**src/rtl/core/xmodem_block_receiver_top_defines.svh**
```systemverilog
// assertion macros shared by the receiver rtl
`ifndef XMODEM_BLOCK_RECEIVER_TOP_DEFINES_SVH
`define XMODEM_BLOCK_RECEIVER_TOP_DEFINES_SVH

// same-cycle implication, disabled during reset
`define XMBR_ASSERT_NOW(label, clk, rst, ante, cons) \
   label: assert property (@(posedge clk) disable iff (rst) (ante) |-> (cons)) \
      else $error("xmbr assertion failed");

// next-cycle implication, disabled during reset
`define XMBR_ASSERT_NEXT(label, clk, rst, ante, cons) \
   label: assert property (@(posedge clk) disable iff (rst) (ante) |=> (cons)) \
      else $error("xmbr assertion failed");

`endif

```
**src/rtl/core/xmbr_pkg.sv**
```systemverilog
// shared types and constants of the xmodem receiver
package xmbr_pkg;

   localparam logic [7:0] CH_SOH = 8'h01;
   localparam logic [7:0] CH_EOT = 8'h04;
   localparam logic [7:0] CH_ACK = 8'h06;
   localparam logic [7:0] CH_NAK = 8'h15;
   localparam logic [7:0] CH_CAN = 8'h18;

   localparam logic [7:0] FRAME_LEN = 8'd131;
   localparam logic [7:0] SUM_POS   = 8'd130;

   localparam logic [7:0] RETRY_LIMIT_RESET = 8'd10;
   localparam logic [7:0] RETRY_MAX         = 8'hFF;

   typedef enum logic [1:0] {
      KIND_PAYLOAD = 2'd0,
      KIND_REPLY   = 2'd1,
      KIND_STATUS  = 2'd2
   } kind_type;

   typedef enum logic [1:0] {
      LINK_RECEIVING = 2'd0,
      LINK_FINISHED  = 2'd1,
      LINK_ABORTED   = 2'd2
   } status_type;

endpackage

```
**src/rtl/core/xmbr_if.sv**
```systemverilog
// channel interfaces of the xmodem receiver

interface xmbr_req_if;
   logic       valid;
   logic       ready;
   logic       op;
   logic [7:0] rx_byte;

   modport source (output valid, output op, output rx_byte, input ready);
   modport sink   (input valid, input op, input rx_byte, output ready);
endinterface

interface xmbr_rsp_if;
   logic                   valid;
   logic                   ready;
   xmbr_pkg::kind_type     kind;
   logic [7:0]             data_byte;
   logic [6:0]             payload_index;
   logic                   commit;
   xmbr_pkg::status_type   link_status;

   modport source (output valid, output kind, output data_byte, output payload_index,
                   output commit, output link_status, input ready);
   modport sink   (input valid, input kind, input data_byte, input payload_index,
                   input commit, input link_status, output ready);
endinterface

interface xmbr_csr_if;
   logic       valid;
   logic       ready;
   logic [7:0] retry_limit;

   modport source (output valid, output retry_limit, input ready);
   modport sink   (input valid, input retry_limit, output ready);
endinterface

```
**src/rtl/core/xmodem_block_receiver_top.sv**
```systemverilog
// xmodem checksum receiver: takes received bytes and timeouts, gives payload and replies
//
// receiving side of xmodem with an 8-bit checksum. each req transfer carries one
// received byte (op 0) or a reply timeout event (op 1). payload bytes of a frame come
// out on rsp as kind payload with their index 0..127; the checksum byte of a frame
// produces the reply (ack, nak or cancel) with commit set only when the frame is new
// and good. an eot header is acked and ends the link, a cancel header, a timeout or a
// header seen at the retry limit aborts it; after that all input is swallowed with
// no response. header bytes other than soh/eot/cancel make the block skip 131 bytes
// and nak. throughput is one byte per clock: the byte sits in an input register, one
// pass of the frame state logic decides the response, and the response is held in an
// output register. req stalls only while the output register is full and not being
// taken. retry_limit (reset 10) is written on the csr channel, which is always ready;
// write it only while the link is idle. reset is synchronous; there is no clearing
// pass after reset.
`include "xmodem_block_receiver_top_defines.svh"

module xmodem_block_receiver_top (
   input logic          clock,
   input logic          reset,
   xmbr_req_if.sink     req_chan,
   xmbr_rsp_if.source   rsp_chan,
   xmbr_csr_if.sink     csr_chan
);

   typedef enum logic [2:0] {
      PH_HEADER = 3'd0,
      PH_FRAME  = 3'd1,
      PH_SKIP   = 3'd2,
      PH_DONE   = 3'd3,
      PH_ABORT  = 3'd4
   } phase_type;

   // configuration
   logic [7:0] retry_limit_ff;

   // input register
   logic       in_valid_ff;
   logic       in_op_ff;
   logic [7:0] in_byte_ff;

   // protocol state
   phase_type  phase_ff, phase_in;
   logic [7:0] position_ff, position_in;
   logic [7:0] sequence_ff, sequence_in;
   logic [7:0] retry_ff, retry_in;
   logic [7:0] sum_ff, sum_in;
   logic [7:0] number_ff, number_in;
   logic [7:0] complement_ff, complement_in;

   // output register
   logic                 out_valid_ff;
   xmbr_pkg::kind_type   out_kind_ff;
   logic [7:0]           out_data_ff;
   logic [6:0]           out_index_ff;
   logic                 out_commit_ff;
   xmbr_pkg::status_type out_status_ff;

   // response of the current pass
   logic                 res_valid;
   xmbr_pkg::kind_type   res_kind;
   logic [7:0]           res_data;
   logic [6:0]           res_index;
   logic                 res_commit;
   xmbr_pkg::status_type res_status;

   logic       out_free;
   logic       proc_go;
   logic       req_fire;
   logic [7:0] retry_bump;
   logic [7:0] pos_next;
   logic [7:0] pos_minus2;
   logic [7:0] seq_prev;
   logic [7:0] header_code;

   // output slot can take a new response when empty or being drained
   assign out_free = !out_valid_ff || rsp_chan.ready;
   assign proc_go  = in_valid_ff && out_free;

   assign req_chan.ready = !in_valid_ff || out_free;
   assign req_fire       = req_chan.valid && req_chan.ready;
   assign csr_chan.ready = 1'b1;

   assign retry_bump  = (retry_ff == xmbr_pkg::RETRY_MAX) ? retry_ff : retry_ff + 8'd1;
   assign pos_next    = position_ff + 8'd1;
   assign pos_minus2  = position_ff - 8'd2;
   assign seq_prev    = sequence_ff - 8'd1;
   // header bytes are matched with bit 7 ignored
   assign header_code = {1'b0, in_byte_ff[6:0]};

   always_comb begin
      phase_in      = phase_ff;
      position_in   = position_ff;
      sequence_in   = sequence_ff;
      retry_in      = retry_ff;
      sum_in        = sum_ff;
      number_in     = number_ff;
      complement_in = complement_ff;
      res_valid     = 1'b0;
      res_kind      = xmbr_pkg::KIND_PAYLOAD;
      res_data      = 8'd0;
      res_index     = 7'd0;
      res_commit    = 1'b0;

      if (proc_go && (phase_ff == PH_HEADER || phase_ff == PH_FRAME
                      || phase_ff == PH_SKIP)) begin
         if (in_op_ff) begin
            // timeout while receiving: cancel the link
            phase_in  = PH_ABORT;
            res_valid = 1'b1;
            res_kind  = xmbr_pkg::KIND_REPLY;
            res_data  = xmbr_pkg::CH_CAN;
         end else begin
            case (phase_ff)
               PH_SKIP: begin
                  position_in = pos_next;
                  if (pos_next >= xmbr_pkg::FRAME_LEN) begin
                     position_in = 8'd0;
                     phase_in    = PH_HEADER;
                     retry_in    = retry_bump;
                     res_valid   = 1'b1;
                     res_kind    = xmbr_pkg::KIND_REPLY;
                     res_data    = xmbr_pkg::CH_NAK;
                  end
               end
               PH_FRAME: begin
                  position_in = pos_next;
                  if (position_ff == 8'd0) begin
                     number_in = in_byte_ff;
                  end else if (position_ff == 8'd1) begin
                     complement_in = in_byte_ff;
                  end else if (position_ff < xmbr_pkg::SUM_POS) begin
                     sum_in    = sum_ff + in_byte_ff;
                     res_valid = 1'b1;
                     res_kind  = xmbr_pkg::KIND_PAYLOAD;
                     res_data  = in_byte_ff;
                     res_index = pos_minus2[6:0];
                  end else begin
                     // checksum byte: decide the reply for the frame
                     position_in = 8'd0;
                     phase_in    = PH_HEADER;
                     res_valid   = 1'b1;
                     res_kind    = xmbr_pkg::KIND_REPLY;
                     if (number_ff != sequence_ff) begin
                        if (number_ff != seq_prev && complement_ff != ~sequence_ff) begin
                           if (complement_ff == ~seq_prev) begin
                              retry_in = retry_bump;
                              res_data = xmbr_pkg::CH_NAK;
                           end else begin
                              phase_in = PH_ABORT;
                              res_data = xmbr_pkg::CH_CAN;
                           end
                        end else begin
                           // duplicate frame: ack without keeping it
                           retry_in = retry_bump;
                           res_data = xmbr_pkg::CH_ACK;
                        end
                     end else if (complement_ff != ~sequence_ff || in_byte_ff != sum_ff) begin
                        retry_in = retry_bump;
                        res_data = xmbr_pkg::CH_NAK;
                     end else begin
                        retry_in    = 8'd0;
                        sequence_in = sequence_ff + 8'd1;
                        res_data    = xmbr_pkg::CH_ACK;
                        res_commit  = 1'b1;
                     end
                  end
               end
               PH_HEADER: begin
                  if (retry_ff >= retry_limit_ff) begin
                     phase_in  = PH_ABORT;
                     res_valid = 1'b1;
                     res_kind  = xmbr_pkg::KIND_REPLY;
                     res_data  = xmbr_pkg::CH_CAN;
                  end else if (header_code == xmbr_pkg::CH_SOH) begin
                     phase_in    = PH_FRAME;
                     position_in = 8'd0;
                     sum_in      = 8'd0;
                  end else if (header_code == xmbr_pkg::CH_CAN) begin
                     phase_in  = PH_ABORT;
                     res_valid = 1'b1;
                     res_kind  = xmbr_pkg::KIND_STATUS;
                  end else if (header_code == xmbr_pkg::CH_EOT) begin
                     phase_in  = PH_DONE;
                     res_valid = 1'b1;
                     res_kind  = xmbr_pkg::KIND_REPLY;
                     res_data  = xmbr_pkg::CH_ACK;
                  end else begin
                     // unknown header: skip a frame's worth of bytes
                     phase_in    = PH_SKIP;
                     position_in = 8'd0;
                  end
               end
               default: begin
               end
            endcase
         end
      end
   end

   // link status reflects the phase after this byte
   always_comb begin
      case (phase_in)
         PH_DONE:  res_status = xmbr_pkg::LINK_FINISHED;
         PH_ABORT: res_status = xmbr_pkg::LINK_ABORTED;
         default:  res_status = xmbr_pkg::LINK_RECEIVING;
      endcase
   end

   always_ff @(posedge clock) begin
      if (reset) begin
         retry_limit_ff <= xmbr_pkg::RETRY_LIMIT_RESET;
         in_valid_ff    <= 1'b0;
         phase_ff       <= PH_HEADER;
         position_ff    <= 8'd0;
         sequence_ff    <= 8'd1;
         retry_ff       <= 8'd0;
         sum_ff         <= 8'd0;
         number_ff      <= 8'd0;
         complement_ff  <= 8'd0;
         out_valid_ff   <= 1'b0;
      end else begin
         if (csr_chan.valid) begin
            retry_limit_ff <= csr_chan.retry_limit;
         end
         if (req_fire) begin
            in_valid_ff <= 1'b1;
         end else if (proc_go) begin
            in_valid_ff <= 1'b0;
         end
         phase_ff      <= phase_in;
         position_ff   <= position_in;
         sequence_ff   <= sequence_in;
         retry_ff      <= retry_in;
         sum_ff        <= sum_in;
         number_ff     <= number_in;
         complement_ff <= complement_in;
         if (out_free) begin
            out_valid_ff <= res_valid;
         end
      end
   end

   // payload registers, no reset needed
   always_ff @(posedge clock) begin
      if (req_fire) begin
         in_op_ff   <= req_chan.op;
         in_byte_ff <= req_chan.rx_byte;
      end
      if (out_free && res_valid) begin
         out_kind_ff   <= res_kind;
         out_data_ff   <= res_data;
         out_index_ff  <= res_index;
         out_commit_ff <= res_commit;
         out_status_ff <= res_status;
      end
   end

   assign rsp_chan.valid         = out_valid_ff;
   assign rsp_chan.kind          = out_kind_ff;
   assign rsp_chan.data_byte     = out_data_ff;
   assign rsp_chan.payload_index = out_index_ff;
   assign rsp_chan.commit        = out_commit_ff;
   assign rsp_chan.link_status   = out_status_ff;

   // a finished link stays finished
   `XMBR_ASSERT_NEXT(a_done_sticky, clock, reset, phase_ff == PH_DONE, phase_ff == PH_DONE)
   // an aborted link stays aborted
   `XMBR_ASSERT_NEXT(a_abort_sticky, clock, reset, phase_ff == PH_ABORT,
                     phase_ff == PH_ABORT)
   // sequence number only advances together with a committing ack
   `XMBR_ASSERT_NEXT(a_seq_on_commit, clock, reset, !(res_valid && res_commit),
                     $stable(sequence_ff))
   // a commit only ever rides on an ack reply
   `XMBR_ASSERT_NOW(a_commit_is_ack, clock, reset, out_valid_ff && out_commit_ff,
                    out_kind_ff == xmbr_pkg::KIND_REPLY && out_data_ff == xmbr_pkg::CH_ACK)
   // between frames the byte position is back at zero
   `XMBR_ASSERT_NOW(a_header_pos, clock, reset, phase_ff == PH_HEADER, position_ff == 8'd0)

endmodule
```
**src/flat_wrapper.sv**
```systemverilog
// flat-port wrapper written by rule: the top's interface ports become plain ports
module xmodem_block_receiver_top_flat 
  (clock, reset, req_chan_valid, req_chan_op, req_chan_rx_byte, req_chan_ready, rsp_chan_valid, rsp_chan_kind, rsp_chan_data_byte, rsp_chan_payload_index, rsp_chan_commit, rsp_chan_link_status, rsp_chan_ready, csr_chan_valid, csr_chan_retry_limit, csr_chan_ready);
  xmbr_req_if req_chan_i ();
  xmbr_rsp_if rsp_chan_i ();
  xmbr_csr_if csr_chan_i ();
  input logic clock;
  input logic reset;
  input wire logic [$bits(req_chan_i.valid)-1:0] req_chan_valid;
  input wire logic [$bits(req_chan_i.op)-1:0] req_chan_op;
  input wire logic [$bits(req_chan_i.rx_byte)-1:0] req_chan_rx_byte;
  output wire logic [$bits(req_chan_i.ready)-1:0] req_chan_ready;
  output wire logic [$bits(rsp_chan_i.valid)-1:0] rsp_chan_valid;
  output wire logic [$bits(rsp_chan_i.kind)-1:0] rsp_chan_kind;
  output wire logic [$bits(rsp_chan_i.data_byte)-1:0] rsp_chan_data_byte;
  output wire logic [$bits(rsp_chan_i.payload_index)-1:0] rsp_chan_payload_index;
  output wire logic [$bits(rsp_chan_i.commit)-1:0] rsp_chan_commit;
  output wire logic [$bits(rsp_chan_i.link_status)-1:0] rsp_chan_link_status;
  input wire logic [$bits(rsp_chan_i.ready)-1:0] rsp_chan_ready;
  input wire logic [$bits(csr_chan_i.valid)-1:0] csr_chan_valid;
  input wire logic [$bits(csr_chan_i.retry_limit)-1:0] csr_chan_retry_limit;
  output wire logic [$bits(csr_chan_i.ready)-1:0] csr_chan_ready;
  assign req_chan_i.valid = req_chan_valid;
  assign req_chan_i.op = req_chan_op;
  assign req_chan_i.rx_byte = req_chan_rx_byte;
  assign req_chan_ready = req_chan_i.ready;
  assign rsp_chan_valid = rsp_chan_i.valid;
  assign rsp_chan_kind = rsp_chan_i.kind;
  assign rsp_chan_data_byte = rsp_chan_i.data_byte;
  assign rsp_chan_payload_index = rsp_chan_i.payload_index;
  assign rsp_chan_commit = rsp_chan_i.commit;
  assign rsp_chan_link_status = rsp_chan_i.link_status;
  assign rsp_chan_i.ready = rsp_chan_ready;
  assign csr_chan_i.valid = csr_chan_valid;
  assign csr_chan_i.retry_limit = csr_chan_retry_limit;
  assign csr_chan_ready = csr_chan_i.ready;
  xmodem_block_receiver_top u_core (.clock(clock), .reset(reset), .req_chan(req_chan_i), .rsp_chan(rsp_chan_i), .csr_chan(csr_chan_i));
endmodule
```
**config.mk**
```make
export PLATFORM = sky130hd
export DESIGN_NAME = xmodem_block_receiver_top_flat
export DESIGN_NICKNAME = d
export VERILOG_FILES = /design/src/rtl/core/xmbr_pkg.sv /design/src/rtl/core/xmbr_if.sv /design/src/rtl/core/xmodem_block_receiver_top.sv /design/src/flat_wrapper.sv
export VERILOG_INCLUDE_DIRS = /design/src /design/src/rtl/core
export SDC_FILE = /design/constraint.sdc
export NUM_CORES = 1
export LEC_CHECK = 0
export BUFFER_PORTS_ARGS = -buffer_cell sky130_fd_sc_hd__buf_2
export CORE_AREA = 2 2 125 151
export DETAILED_ROUTE_END_ITERATION = 10
export DIE_AREA = 0 0 127 153
export PLACE_DENSITY_LB_ADDON = 0.25
export SLEW_MARGIN = 20
export SYNTH_ARGS = -nofsm -noshare
export SYNTH_HDL_FRONTEND = slang
export SYNTH_SLANG_ARGS = --single-unit
```
**constraint.sdc**
```tcl
create_clock -name clock -period 3.1 [get_ports clock]
set_input_delay 0.775 -clock clock [delete_from_list [all_inputs] [get_ports clock]]
set_output_delay 0.775 -clock clock [all_outputs]
set_load 0.1 [all_outputs]
```
==> summary.md, run 1 <==
| Metric | Value |
|---|---|
| Status | finished clean |
| CTS root buffer | sky130_fd_sc_hd__clkbuf_16 |
| WL/cell | 16.4 µm |
| Startpoint-to-endpoint class of the critical path | flip-flop to flip-flop |
| H-tree depth reported by CTS | 3 |
| Final cell utilization of the core | 34.5% |
| Antenna violations before repair | 0 |
| Clock-pin transition on the worst setup and hold timing paths | 70 ps |
| Area of the die | 19,400 µm² |
| Number of antenna-violating nets in the routed design | 0 |
| Clock Power Share | 44.7% |
| Max-Slew Margin vs Limit | 52.0% |
| Critical Path AT | 3150 ps |
| Cells taking the most area after synthesis | sky130_fd_sc_hd__dfxtp_1 23%, sky130_fd_sc_hd__edfxtp_1 16%, sky130_fd_sc_hd__ha_1 5.6%, sky130_fd_sc_hd__mux2i_1 5.3%, sky130_fd_sc_hd__xnor2_1 5.3% |
| Power share of the sequential group | 46.1% |
| Die Ht | 153 µm |
| Final clock skew | 6.25 ps |
| Fraction of post-synthesis cell area in the top cell type by area | 23.0% |
| Post-synthesis async set-or-reset flop share | 0% |
| Yosys reg bits | 90 |
| Starting Density | 29.6% |
| Count of buffers from port buffering | 43 |
| Power per cell area | 439 nW/µm² |
| Max-cap check violation count | 0 |
| Final slew viol count | 0 |
| Total negative slack for setup checks | 0 ps |
| Final global-route overflow total | 0 |
| Endpoints failing hold | 0 |
| Post-synth top flop | sky130_fd_sc_hd__dfxtp_1 |
| Synthesized cell area | 5320 µm² |
| Minimum clock period after layout | 2910 ps |
| Via-per-instance ratio | 5.17 |
| Fraction of power spent switching nets | 24.4% |
| Via count of the first global-routing pass | 4,404 |
| Global-route usage over all layers | 14.9% |
| Sort of element at the start of the critical path | flip-flop |
| Max VDD drop | 306 µV |
| Total number of vias | 4,455 |
| Crit-path max FO | 9 |
| Max Root-Sink Buffers | 2 |
| Cell type with the highest aggregate area in the netlist | sky130_fd_sc_hd__dfxtp_1 |
| Total placed instance area | 5850 µm² |
| Boundary Pins | 45 |
| Sequential cell area fraction in the yosys report | 39.3% |
| Setup repair after global routing missed its margin | false |
| Mapped Nets | 631 |
| Crit-path cells | ha_1 > or4_1 > nor4_1 > nand4_1 > or3_1 > nor4_2 > xnor2_1 > nor2_1 |
| Distinct cell type count after synthesis | 77 |
| Count of flip-flops with a built-in enable after synthesis | 29 |
| Worst hold path class | flip-flop to flip-flop |
| Number of filler instances in the final layout | 1,871 |
| Cell leakage power | 2.37 nW |
| First-pass iteration count of the detailed router | 4 |
| Number of DRC violations after detailed-routing iteration 0 | 239 |
| Net Sw Power | 0.000665 W |
| Critical path's top delay family | simple AND/OR/NAND/NOR gates |
| Longest individual stage delay on the worst path | 540 ps |
| Estimated wirelength of the detail-placed design | 10,900 µm |
| Required time of the critical path | 3340 ps |
| Maximum clock rate | 344 MHz |
| Final Cycle Share | 93.8% |
| Final Cell Area | 6210 µm² |
| Final Wtd Congestion | 0.850 |
| Transition time at the pin with the least slew margin | 716 ps |
| Final routed DRC violation total | 0 |
| TritonCTS clock tree | yes |
| Mean instance size in the synthesized netlist | 9.11 µm² |
| Ratio of cells with drive above 1 in the final layout | 16.8% |
| Count of endpoints failing setup in the final report | 0 |
| Warnings, synthesis | 0 |
| Total buffers and inverters traversed by the critical path | 0 |
| Combinational share of power | 9.1% |
| Post-synthesis instance total | 584 |
| Core Rows | 54 |
| Number of clock sinks seen by CTS | 90 |
| Final standard cell count with taps included and fillers excluded | 861 |
| Type of element capturing the critical path | flip-flop |
| Internal portion of total power | 0.00206 W |
| Skew-Pair Late Insertion Delay | 350 ps |
| Diode count | 0 |
| Post-layout net count | 679 |
| Horizontal die dimension | 127 µm |
| Global-route wire length before repair | 23,100 µm |
| Standard cell with the maximum stage delay on the critical path | sky130_fd_sc_hd__or3_1 |
| Post-CTS Hold Buffers | 0 |
| Post-Route WL | 14,200 µm |
| Core area | 18,000 µm² |
| Area Growth Syn to Fin | 16.7% |
| # placed instances | 845 |
| Total clock buffers created by CTS | 9 |
| Largest net degree at the start of global routing | 24 |
cells in the mapped netlist, types with 6 or more instances:
library cell               number
sky130_fd_sc_hd__mux2i_1       28
sky130_fd_sc_hd__nand2_1       45
sky130_fd_sc_hd__buf_2         10
sky130_fd_sc_hd__o21ai_0       16
sky130_fd_sc_hd__dfxtp_1       61
sky130_fd_sc_hd__or2_2          6
sky130_fd_sc_hd__clkbuf_1      13
sky130_fd_sc_hd__or3_1         11
sky130_fd_sc_hd__nand2b_1       8
sky130_fd_sc_hd__nand3_1       16
sky130_fd_sc_hd__ha_1          24
sky130_fd_sc_hd__nor3_1        18
sky130_fd_sc_hd__nor2_1        70
sky130_fd_sc_hd__a22o_1         6
sky130_fd_sc_hd__a211oi_1      14
sky130_fd_sc_hd__xnor2_1       32
sky130_fd_sc_hd__xor2_1         7
sky130_fd_sc_hd__edfxtp_1      29
sky130_fd_sc_hd__a21oi_1       35
sky130_fd_sc_hd__inv_1         27
per-layer routing:
layer	wire length (µm)	vias up	track usage (%)
li1	-	2200	-
met2	7190	84	25.8
met5	0	-	0
met4	228	0	4.92
met1	6280	2156	18.6
met3	460	15	2.98
timing repair:
action                     in CTS  in global routing
buffers inserted                0                  0
hold endpoints to repair        0                  0
setup endpoints to repair       0                 22
gates resized for setup         0                  3
final timing paths:
path                        startpoint                     to  slack, ps  cells after the start
setup reg to reg  u_core.in_byte_ff[5]  u_core.sequence_ff[7]        190                      8
hold reg to reg       u_core.sum_ff[4]       u_core.sum_ff[4]        490                      1
hold / removal        u_core.sum_ff[4]       u_core.sum_ff[4]        490                      1
setup / recovery  u_core.in_byte_ff[5]  u_core.sequence_ff[7]        190                      8
placed cells by master (no fill, tap or decap), drive strengths merged, types with 5 or more instances in the layout:
| cell type | instances |
|---|---|
| clkbuf | 12 |
| xnor2 | 32 |
| nand3 | 17 |
| a2111oi | 8 |
| nor3 | 18 |
| a22o | 6 |
| and3 | 5 |
| edfxtp | 29 |
| nand2b | 8 |
| nand4 | 5 |
| nand2 | 45 |
| a211oi | 15 |
| inv | 28 |
| a21oi | 36 |
| o21ai | 19 |
| ha | 24 |
| dfxtp | 61 |
| buf | 65 |
| and2 | 5 |
| or2 | 6 |
| nor2 | 70 |
| xor2 | 7 |
| or3 | 12 |
| mux2i | 28 |
| a21o | 5 |
logic make-up after synthesis:
logic type,after synthesis,synth area share (%)
XOR/XNOR,39,6.42
AO/OA/AOI/OAI,128,17.8
flip-flops,90,39.3
adder cells (fa/ha/maj),25,6.02
other,1,0.0705
buffers and inverters,56,4.47
multiplexers,28,5.27
AND/OR/NAND/NOR,217,20.6
power by group through the flow:
stage	logic, W	registers, W	clock network, W
2_1_floorplan	0.000110	0.00135	0
3_3_place_gp	0.000247	0.00128	0
3_5_place_dp	0.000250	0.00128	0
4_1_cts	0.000250	0.00126	0.00126
5_1_grt	0.000269	0.00126	0.00131
6_report	0.000249	0.00126	0.00122
worst register-to-register path: stages (launching register included):
cell,delay (ps)
sky130_fd_sc_hd__edfxtp_1,400
sky130_fd_sc_hd__ha_1,350
sky130_fd_sc_hd__or4_1,540
sky130_fd_sc_hd__nor4_1,220
sky130_fd_sc_hd__nand4_1,210
sky130_fd_sc_hd__or3_1,550
sky130_fd_sc_hd__nor4_2,340
sky130_fd_sc_hd__xnor2_1,150
sky130_fd_sc_hd__nor2_1,50
metrics by stage:
step	setup slack (ps)	power (W)	hold slack, ps
after detailed placement	55.9	0.00153	477
after CTS	26.7	0.00276	497
after floorplan	357	0.00146	456
final	191	0.00273	491
after global routing	1.87	0.00284	521
after global placement	33.0	0.00153	476
area by class of cell:
type,count,area (µm²),share of cell area [%]
clock buffers,12,256,4.13
clock inverters,4,73.8,1.19
inverters,28,105,1.69
multi-input cells,438,3020,48.6
flip-flops and latches,90,2090,33.7
well taps,224,280,4.52
repair buffers,65,380,6.13
No activity file was read; power rests on OpenSTA's default activity.
==> run 2: changes to the inputs <==
- PLACE_DENSITY_LB_ADDON: 0.25 -> 0.3
==> run 2 against run 1 <==
Net effect:
- first-iteration DRC count is 62% higher
- global-route usage hardly changed
- sequential power hardly changed
- cell area is 0.18% lower
- final cell count is 0.70% higher
- core utilization is 0.063 points lower
- critical path depth stayed put
- critical path type unchanged
- non-clock buffer count is 6 higher
- clock skew hardly changed
- largest power group unchanged
- highest routed layer unchanged
- clock power is 9% lower
==> summary.md, run 2 (synthesis gave the netlist of run 1 again) <==
| Metric | Value |
|---|---|
| Clock-pin transition on the worst setup and hold timing paths | 60 ps (about the same) |
| Die Ht | 153 µm (unchanged) |
| Final global-route overflow total | 0 (unchanged) |
| Max-Slew Margin vs Limit | 55.0% (+3.0 points) |
| Status | finished clean |
| Number of DRC violations after detailed-routing iteration 0 | 386 (+62%) |
| Required time of the critical path | 3330 ps (about the same) |
| Core area | 18,000 µm² (unchanged) |
| Area of the die | 19,400 µm² (unchanged) |
| Maximum clock rate | 349 MHz (+1.4%) |
| Via-per-instance ratio | 5.17 (about the same) |
| First-pass iteration count of the detailed router | 5 (+1) |
| H-tree depth reported by CTS | 3 (unchanged) |
| Setup repair after global routing missed its margin | false |
| Diode count | 0 (unchanged) |
| Max Root-Sink Buffers | 2 (unchanged) |
| Power per cell area | 422 nW/µm² (-3.8%) |
| Largest net degree at the start of global routing | 34 (+42%) |
| Type of element capturing the critical path | flip-flop |
| Core Rows | 54 (unchanged) |
| Crit-path max FO | 9 (unchanged) |
| Boundary Pins | 45 (unchanged) |
| R2R depth | 8 (unchanged) |
| Horizontal die dimension | 127 µm (unchanged) |
| Estimated wirelength of the detail-placed design | 10,900 µm (+0.28%) |
| Worst Hold Launch | u_core.retry_limit_ff[1] |
| Skew-Pair Late Insertion Delay | 360 ps (about the same) |
| Minimum clock period after layout | 2870 ps (-39.5 ps) |
| Count of endpoints failing setup in the final report | 0 (unchanged) |
| Post-layout net count | 685 (+0.88%) |
| Final clock skew | 6.12 ps (-0.130 ps) |
| Total buffers and inverters traversed by the critical path | 0 (unchanged) |
| Total number of vias | 4,483 (+0.63%) |
| Post-Route WL | 14,100 µm (-0.53%) |
| Antenna violations before repair | 0 (unchanged) |
| Global Route met1 Usage | 18.9% (+0.36 points) |
| Number of antenna-violating nets in the routed design | 0 (unchanged) |
| # placed instances | 851 (+0.71%) |
| CTS root buffer | sky130_fd_sc_hd__clkbuf_16 |
| Final Cycle Share | 92.6% (-1.3 points) |
| Total clock buffers created by CTS | 9 (unchanged) |
| Longest individual stage delay on the worst path | 550 ps (about the same) |
| WL/cell | 16.2 µm (-1.2%) |
| Post-CTS Repair Setup Buffers | 0 (unchanged) |
| Ratio of cells with drive above 1 in the final layout | 17.6% (+0.78 points) |
| Final Wtd Congestion | 0.834 (-1.9%) |
| TritonCTS clock tree | yes |
| Count of buffers from port buffering | 43 (unchanged) |
| Number of filler instances in the final layout | 1,852 (-1.0%) |
| Global routing usage on met3 | 2.38% (-0.60 points) |
| Storage element area | 2090 µm² (unchanged) |
| Max-cap check violation count | 0 (unchanged) |
| Global-route usage over all layers | 14.9% (about the same) |
| Max VDD drop | 253 µV (-17%) |
| Most congested layer reported by global routing | met2 |
| Final routed DRC violation total | 0 (unchanged) |
| Via count of the first global-routing pass | 4,469 (+1.5%) |
| Startpoint-to-endpoint class of the critical path | flip-flop to flip-flop |
| Standard cell with the maximum stage delay on the critical path | sky130_fd_sc_hd__or3_1 |
| Final slew viol count | 0 (unchanged) |
| Met2 GRT Util | 25.2% (-0.56 points) |
| Global-route wire length before repair | 23,100 µm (-0.18%) |
| Transition time at the pin with the least slew margin | 672 ps (-44.0 ps) |
| Leading cell type in the layout, fill and taps excluded | sky130_fd_sc_hd__nor2_1 |
| Number of logic stages on the critical path including buffering | 8 (unchanged) |
| Number of clock sinks seen by CTS | 90 (unchanged) |
| Critical Path AT | 3100 ps (-50 ps) |
| Commonest non-fill, non-tap cells in the layout | 70 x sky130_fd_sc_hd__nor2_1, 61 x sky130_fd_sc_hd__dfxtp_1, 45 x sky130_fd_sc_hd__nand2_1 |
| Min Hold Slack | 495 ps (+3.93 ps) |
| Sort of element at the start of the critical path | flip-flop |
| Area of the multi-input gates | 3000 µm² (-0.66%) |
| Crit-path cells | ha_1 > or4_1 > nor4_1 > nand4_1 > or3_1 > nor4_2 > xnor2_1 > nor2_1 |
| Worst-case register-to-register setup slack | 230 ps (+40 ps) |
| Area Growth Syn to Fin | 16.5% |
| Worst hold path class | flip-flop to flip-flop |
| Endpoints failing hold | 0 (unchanged) |
| Total negative slack for setup checks | 0 ps (unchanged) |
| CP Launch Point | u_core.in_byte_ff[6] |
| Cell leakage power | 2.37 nW (+0.11%) |
| Critical path's top delay family | simple AND/OR/NAND/NOR gates |
| Starting Density | 29.6% (unchanged) |
| Depth of the worst hold-timing path | 2 (+1) |
| Final standard cell count with taps included and fillers excluded | 867 (+0.70%) |
| Reg-to-Reg Start | u_core.in_byte_ff[6] |
==> run 2: cell count changes in the layout (fill, tap and decap cells not counted), moves of 2 or more <==
cell,before,now
sky130_fd_sc_hd__buf_4,22,28
sky130_fd_sc_hd__clkinv_2,1,3
sky130_fd_sc_hd__clkbuf_8,2,0
sky130_fd_sc_hd__clkinvlp_4,0,2
==> run 2: layout make-up <==
type / instances / share of cell area (%)
multi-input combinational: 438 / 48.4
sequential: 90 / 33.8
timing repair buffer: 71 / 6.87
tap: 224 / 4.52
clock buffer: 9 / 3.64
inverter: 28 / 1.70
clock inverter: 7 / 1.11
==> run 2: path summary, 6_finish.rpt <==
path                         endpoint
min reg2reg  u_core.retry_limit_ff[1]
min          u_core.retry_limit_ff[1]
max             u_core.sequence_ff[7]
max reg2reg     u_core.sequence_ff[7]
==> run 2: where the power goes <==
| group | internal, W | leakage [nW] | total (W) | switching, W |
|---|---|---|---|---|
| Clock | 0.000623 | 0.142 | 0.00111 | 0.000487 |
| Combinational | 0.0000693 | 1.47 | 0.000250 | 0.000181 |
| Sequential | 0.00124 | 0.758 | 0.00126 | 0.0000154 |
| Total | 0.00193 | 2.37 | 0.00262 | 0.000683 |
==> run 2: worst reg2reg max path, cell delays in order (launching register included) <==
cell and delay, ps:
sky130_fd_sc_hd__edfxtp_1 390, sky130_fd_sc_hd__ha_1 330, sky130_fd_sc_hd__or4_1 530, sky130_fd_sc_hd__nor4_1 210
sky130_fd_sc_hd__nand4_1 200, sky130_fd_sc_hd__or3_1 550, sky130_fd_sc_hd__nor4_2 340, sky130_fd_sc_hd__xnor2_1 150
sky130_fd_sc_hd__nor2_1 60
==> run 2: per-stage QoR <==
stage	total power, W	worst slack, ps	instance area (µm²)	utilization (%)
finish	0.00262	231	6190	34.5
global route	0.00271	8.55	6190	34.5
CTS	0.00264	155	6190	34.4
detailed placement	0.00153	174	5900	32.8
global placement	0.00153	244	5900	32.8
floorplan	0.00146	357	5320	-
==> run 2: metal layers <==
metal,routed length (µm),up-vias
met5,0,-
met4,312,0
met3,458,18
met2,6840,89
met1,6480,2154
li1,-,2222
==> run 2: repair_timing <==
| item | CTS | global route |
|---|---|---|
| gates resized for setup | 0 | 1 |
| hold buffers | 0 | 0 |
| endpoints found under the setup margin | 0 | 1 |
==> run 3: changes to the inputs <==
- CTS_BUF_LIST: default -> sky130_fd_sc_hd__clkbuf_8
==> run 3 against run 2 <==
Net effect:
- flip-flop and latch count unchanged
- hold slack better by 1.3 ps
- maximum frequency up 0.20%
- final cell count unchanged
- first-iteration DRC count down 9.8%
- clock-buffer cell count unchanged
- via count down 0.69%
- die area unchanged
- power down 11%
- largest cell class unchanged
==> summary.md, run 3 (synthesis gave the netlist of run 1 again) <==
| Metric | Value |
|---|---|
| Skew-Pair Late Insertion Delay | 390 ps (+30 ps) |
| Commonest non-fill, non-tap cells in the layout | 70 x sky130_fd_sc_hd__nor2_1, 61 x sky130_fd_sc_hd__dfxtp_1, 45 x sky130_fd_sc_hd__nand2_1 |
| CTS root buffer | sky130_fd_sc_hd__clkbuf_8 |
| Post-CTS Repair Setup Buffers | 0 (unchanged) |
| Number of clock sinks seen by CTS | 90 (unchanged) |
| Via count of the first global-routing pass | 4,473 (+0.090%) |
| Antenna violations before repair | 0 (unchanged) |
| Final slew viol count | 0 (unchanged) |
| Max VDD drop | 168 µV (-33%) |
| Endpoints failing hold | 0 (unchanged) |
| Count of buffers from port buffering | 43 (unchanged) |
| Horizontal die dimension | 127 µm (unchanged) |
| Post-Route WL | 14,100 µm (-0.13%) |
| Cell leakage power | 2.33 nW (-1.9%) |
| Final Cycle Share | 92.4% (-0.19 points) |
| Max Root-Sink Buffers | 2 (unchanged) |
| Leading cell type in the layout, fill and taps excluded | sky130_fd_sc_hd__nor2_1 |
| Setup repair after global routing missed its margin | false |
| Worst hold path class | flip-flop to flip-flop |
| Startpoint-to-endpoint class of the critical path | flip-flop to flip-flop |
| Total negative slack for setup checks | 0 ps (unchanged) |
| Final Wtd Congestion | 0.834 (unchanged) |
| Diode count | 0 (unchanged) |
| Via-per-instance ratio | 5.13 (-0.69%) |
| Total clock buffers created by CTS | 9 (unchanged) |
| Total number of vias | 4,452 (-0.69%) |
| Final routed DRC violation total | 0 (unchanged) |
| Post-layout net count | 685 (unchanged) |
| WL/cell | 16.2 µm (-0.13%) |
| Max-cap check violation count | 0 (unchanged) |
| Clock-pin transition on the worst setup and hold timing paths | 90 ps (+30 ps) |
| Area Growth Syn to Fin | 14.6% |
| Crit-path max FO | 9 (unchanged) |
| Estimated wirelength of the detail-placed design | 10,900 µm (unchanged) |
| Area of the die | 19,400 µm² (unchanged) |
| Power per cell area | 382 nW/µm² (-9.5%) |
| Global-route usage over all layers | 14.9% (-0.022 points) |
| Minimum clock period after layout | 2860 ps (-5.82 ps) |
| Global-route wire length before repair | 23,100 µm (about the same) |
| Critical Path AT | 3130 ps (+30 ps) |
| TritonCTS clock tree | yes |
| Required time of the critical path | 3370 ps (+40 ps) |
| Crit-path cells | ha_1 > or4_1 > nor4_1 > nand4_1 > or3_1 > nor4_2 > xnor2_1 > nor2_1 |
| Transition time at the pin with the least slew margin | 654 ps (-17.9 ps) |
| H-tree depth reported by CTS | 3 (unchanged) |
| Starting Density | 29.6% (unchanged) |
| Status | finished clean |
| Final clock skew | 9.66 ps (+3.55 ps) |
| Critical path's top delay family | simple AND/OR/NAND/NOR gates |
| Worst-case setup margin in the final layout | 237 ps (+5.82 ps) |
| Longest individual stage delay on the worst path | 550 ps (about the same) |
| Number of DRC violations after detailed-routing iteration 0 | 348 (-9.8%) |
| Place WS | 174 ps (unchanged) |
| Total buffers and inverters traversed by the critical path | 0 (unchanged) |
| Ratio of cells with drive above 1 in the final layout | 17.6% (unchanged) |
| Max-Slew Margin vs Limit | 56.2% (+1.2 points) |
| Type of element capturing the critical path | flip-flop |
| First-pass iteration count of the detailed router | 5 (unchanged) |
| Core area | 18,000 µm² (unchanged) |
| Maximum clock rate | 349 MHz (+0.20%) |
| Core Rows | 54 (unchanged) |
| Die Ht | 153 µm (unchanged) |
| Sort of element at the start of the critical path | flip-flop |
| Count of endpoints failing setup in the final report | 0 (unchanged) |
| Number of antenna-violating nets in the routed design | 0 (unchanged) |
| Final global-route overflow total | 0 (unchanged) |
| Standard cell with the maximum stage delay on the critical path | sky130_fd_sc_hd__or3_1 |
| Largest net degree at the start of global routing | 34 (unchanged) |
| Boundary Pins | 45 (unchanged) |
==> run 3: cell counts in the layout (fill, tap and decap cells not counted) <==
No cell type changed its count.
==> run 3: per-layer routing <==
| metal | vias to the layer above | part of all wire [%] | wire (µm) | track usage, % |
|---|---|---|---|---|
| met1 | 2122 | 46 | 6490 | 18.9 |
| li1 | 2214 | - | - | - |
| met3 | 25 | 3.1 | 431 | 2.24 |
| met5 | - | 0 | 0 | 0 |
| met2 | 91 | 48 | 6750 | 24.9 |
| met4 | 0 | 2.8 | 399 | 7.01 |
==> run 3: worst paths after layout <==
path | end | start | slack, ps | cells past startpoint
max | u_core.sequence_ff[7] | u_core.in_byte_ff[6] | 240 | 8
max reg2reg | u_core.sequence_ff[7] | u_core.in_byte_ff[6] | 240 | 8
min | u_core.retry_limit_ff[1] | u_core.retry_limit_ff[1] | 500 | 2
min reg2reg | u_core.retry_limit_ff[1] | u_core.retry_limit_ff[1] | 500 | 2
==> run 3: timing repair <==
item	4_1_cts	5_1_grt
setup endpoints to repair	0	1
hold buffers	0	0
gates resized for setup	0	1
==> run 3: per-stage QoR <==
step / hold slack [ps] / power [W] / area [µm²] / util, % / std cells
2_1_floorplan: 456 / 0.00146 / 5320 / - / 584
3_3_place_gp: 479 / 0.00153 / 5900 / 32.8 / 851
3_5_place_dp: 475 / 0.00153 / 5900 / 32.8 / 851
4_1_cts: 501 / 0.00236 / 6090 / 33.9 / 867
5_1_grt: 539 / 0.00242 / 6090 / 33.9 / 867
6_report: 497 / 0.00233 / 6090 / 33.9 / 867
==> run 3: area by class of cell <==
cell class | count | area (µm²)
well taps | 224 | 280
repair buffers | 71 | 425
multi-input cells | 438 | 3000
fillers | 1867 | 11900
clock inverters | 7 | 68.8
inverters | 28 | 105
clock buffers | 9 | 124
flip-flops and latches | 90 | 2090
==> run 3: tightest hold or removal path, delay by kind of cell (launching register included) <==
| kind | cells | cell delay, ps |
|---|---|---|
| AO/OA/AOI/OAI | 1 | 80 |
| buffers and inverters | 1 | 70 |
| flip-flops | 1 | 310 |
==> run 3: power breakdown <==
group	internal (W)	total (W)	switching [W]
Combinational	0.0000693	0.000251	0.000181
Sequential	0.00124	0.00125	0.0000155
Clock	0.000371	0.000825	0.000454
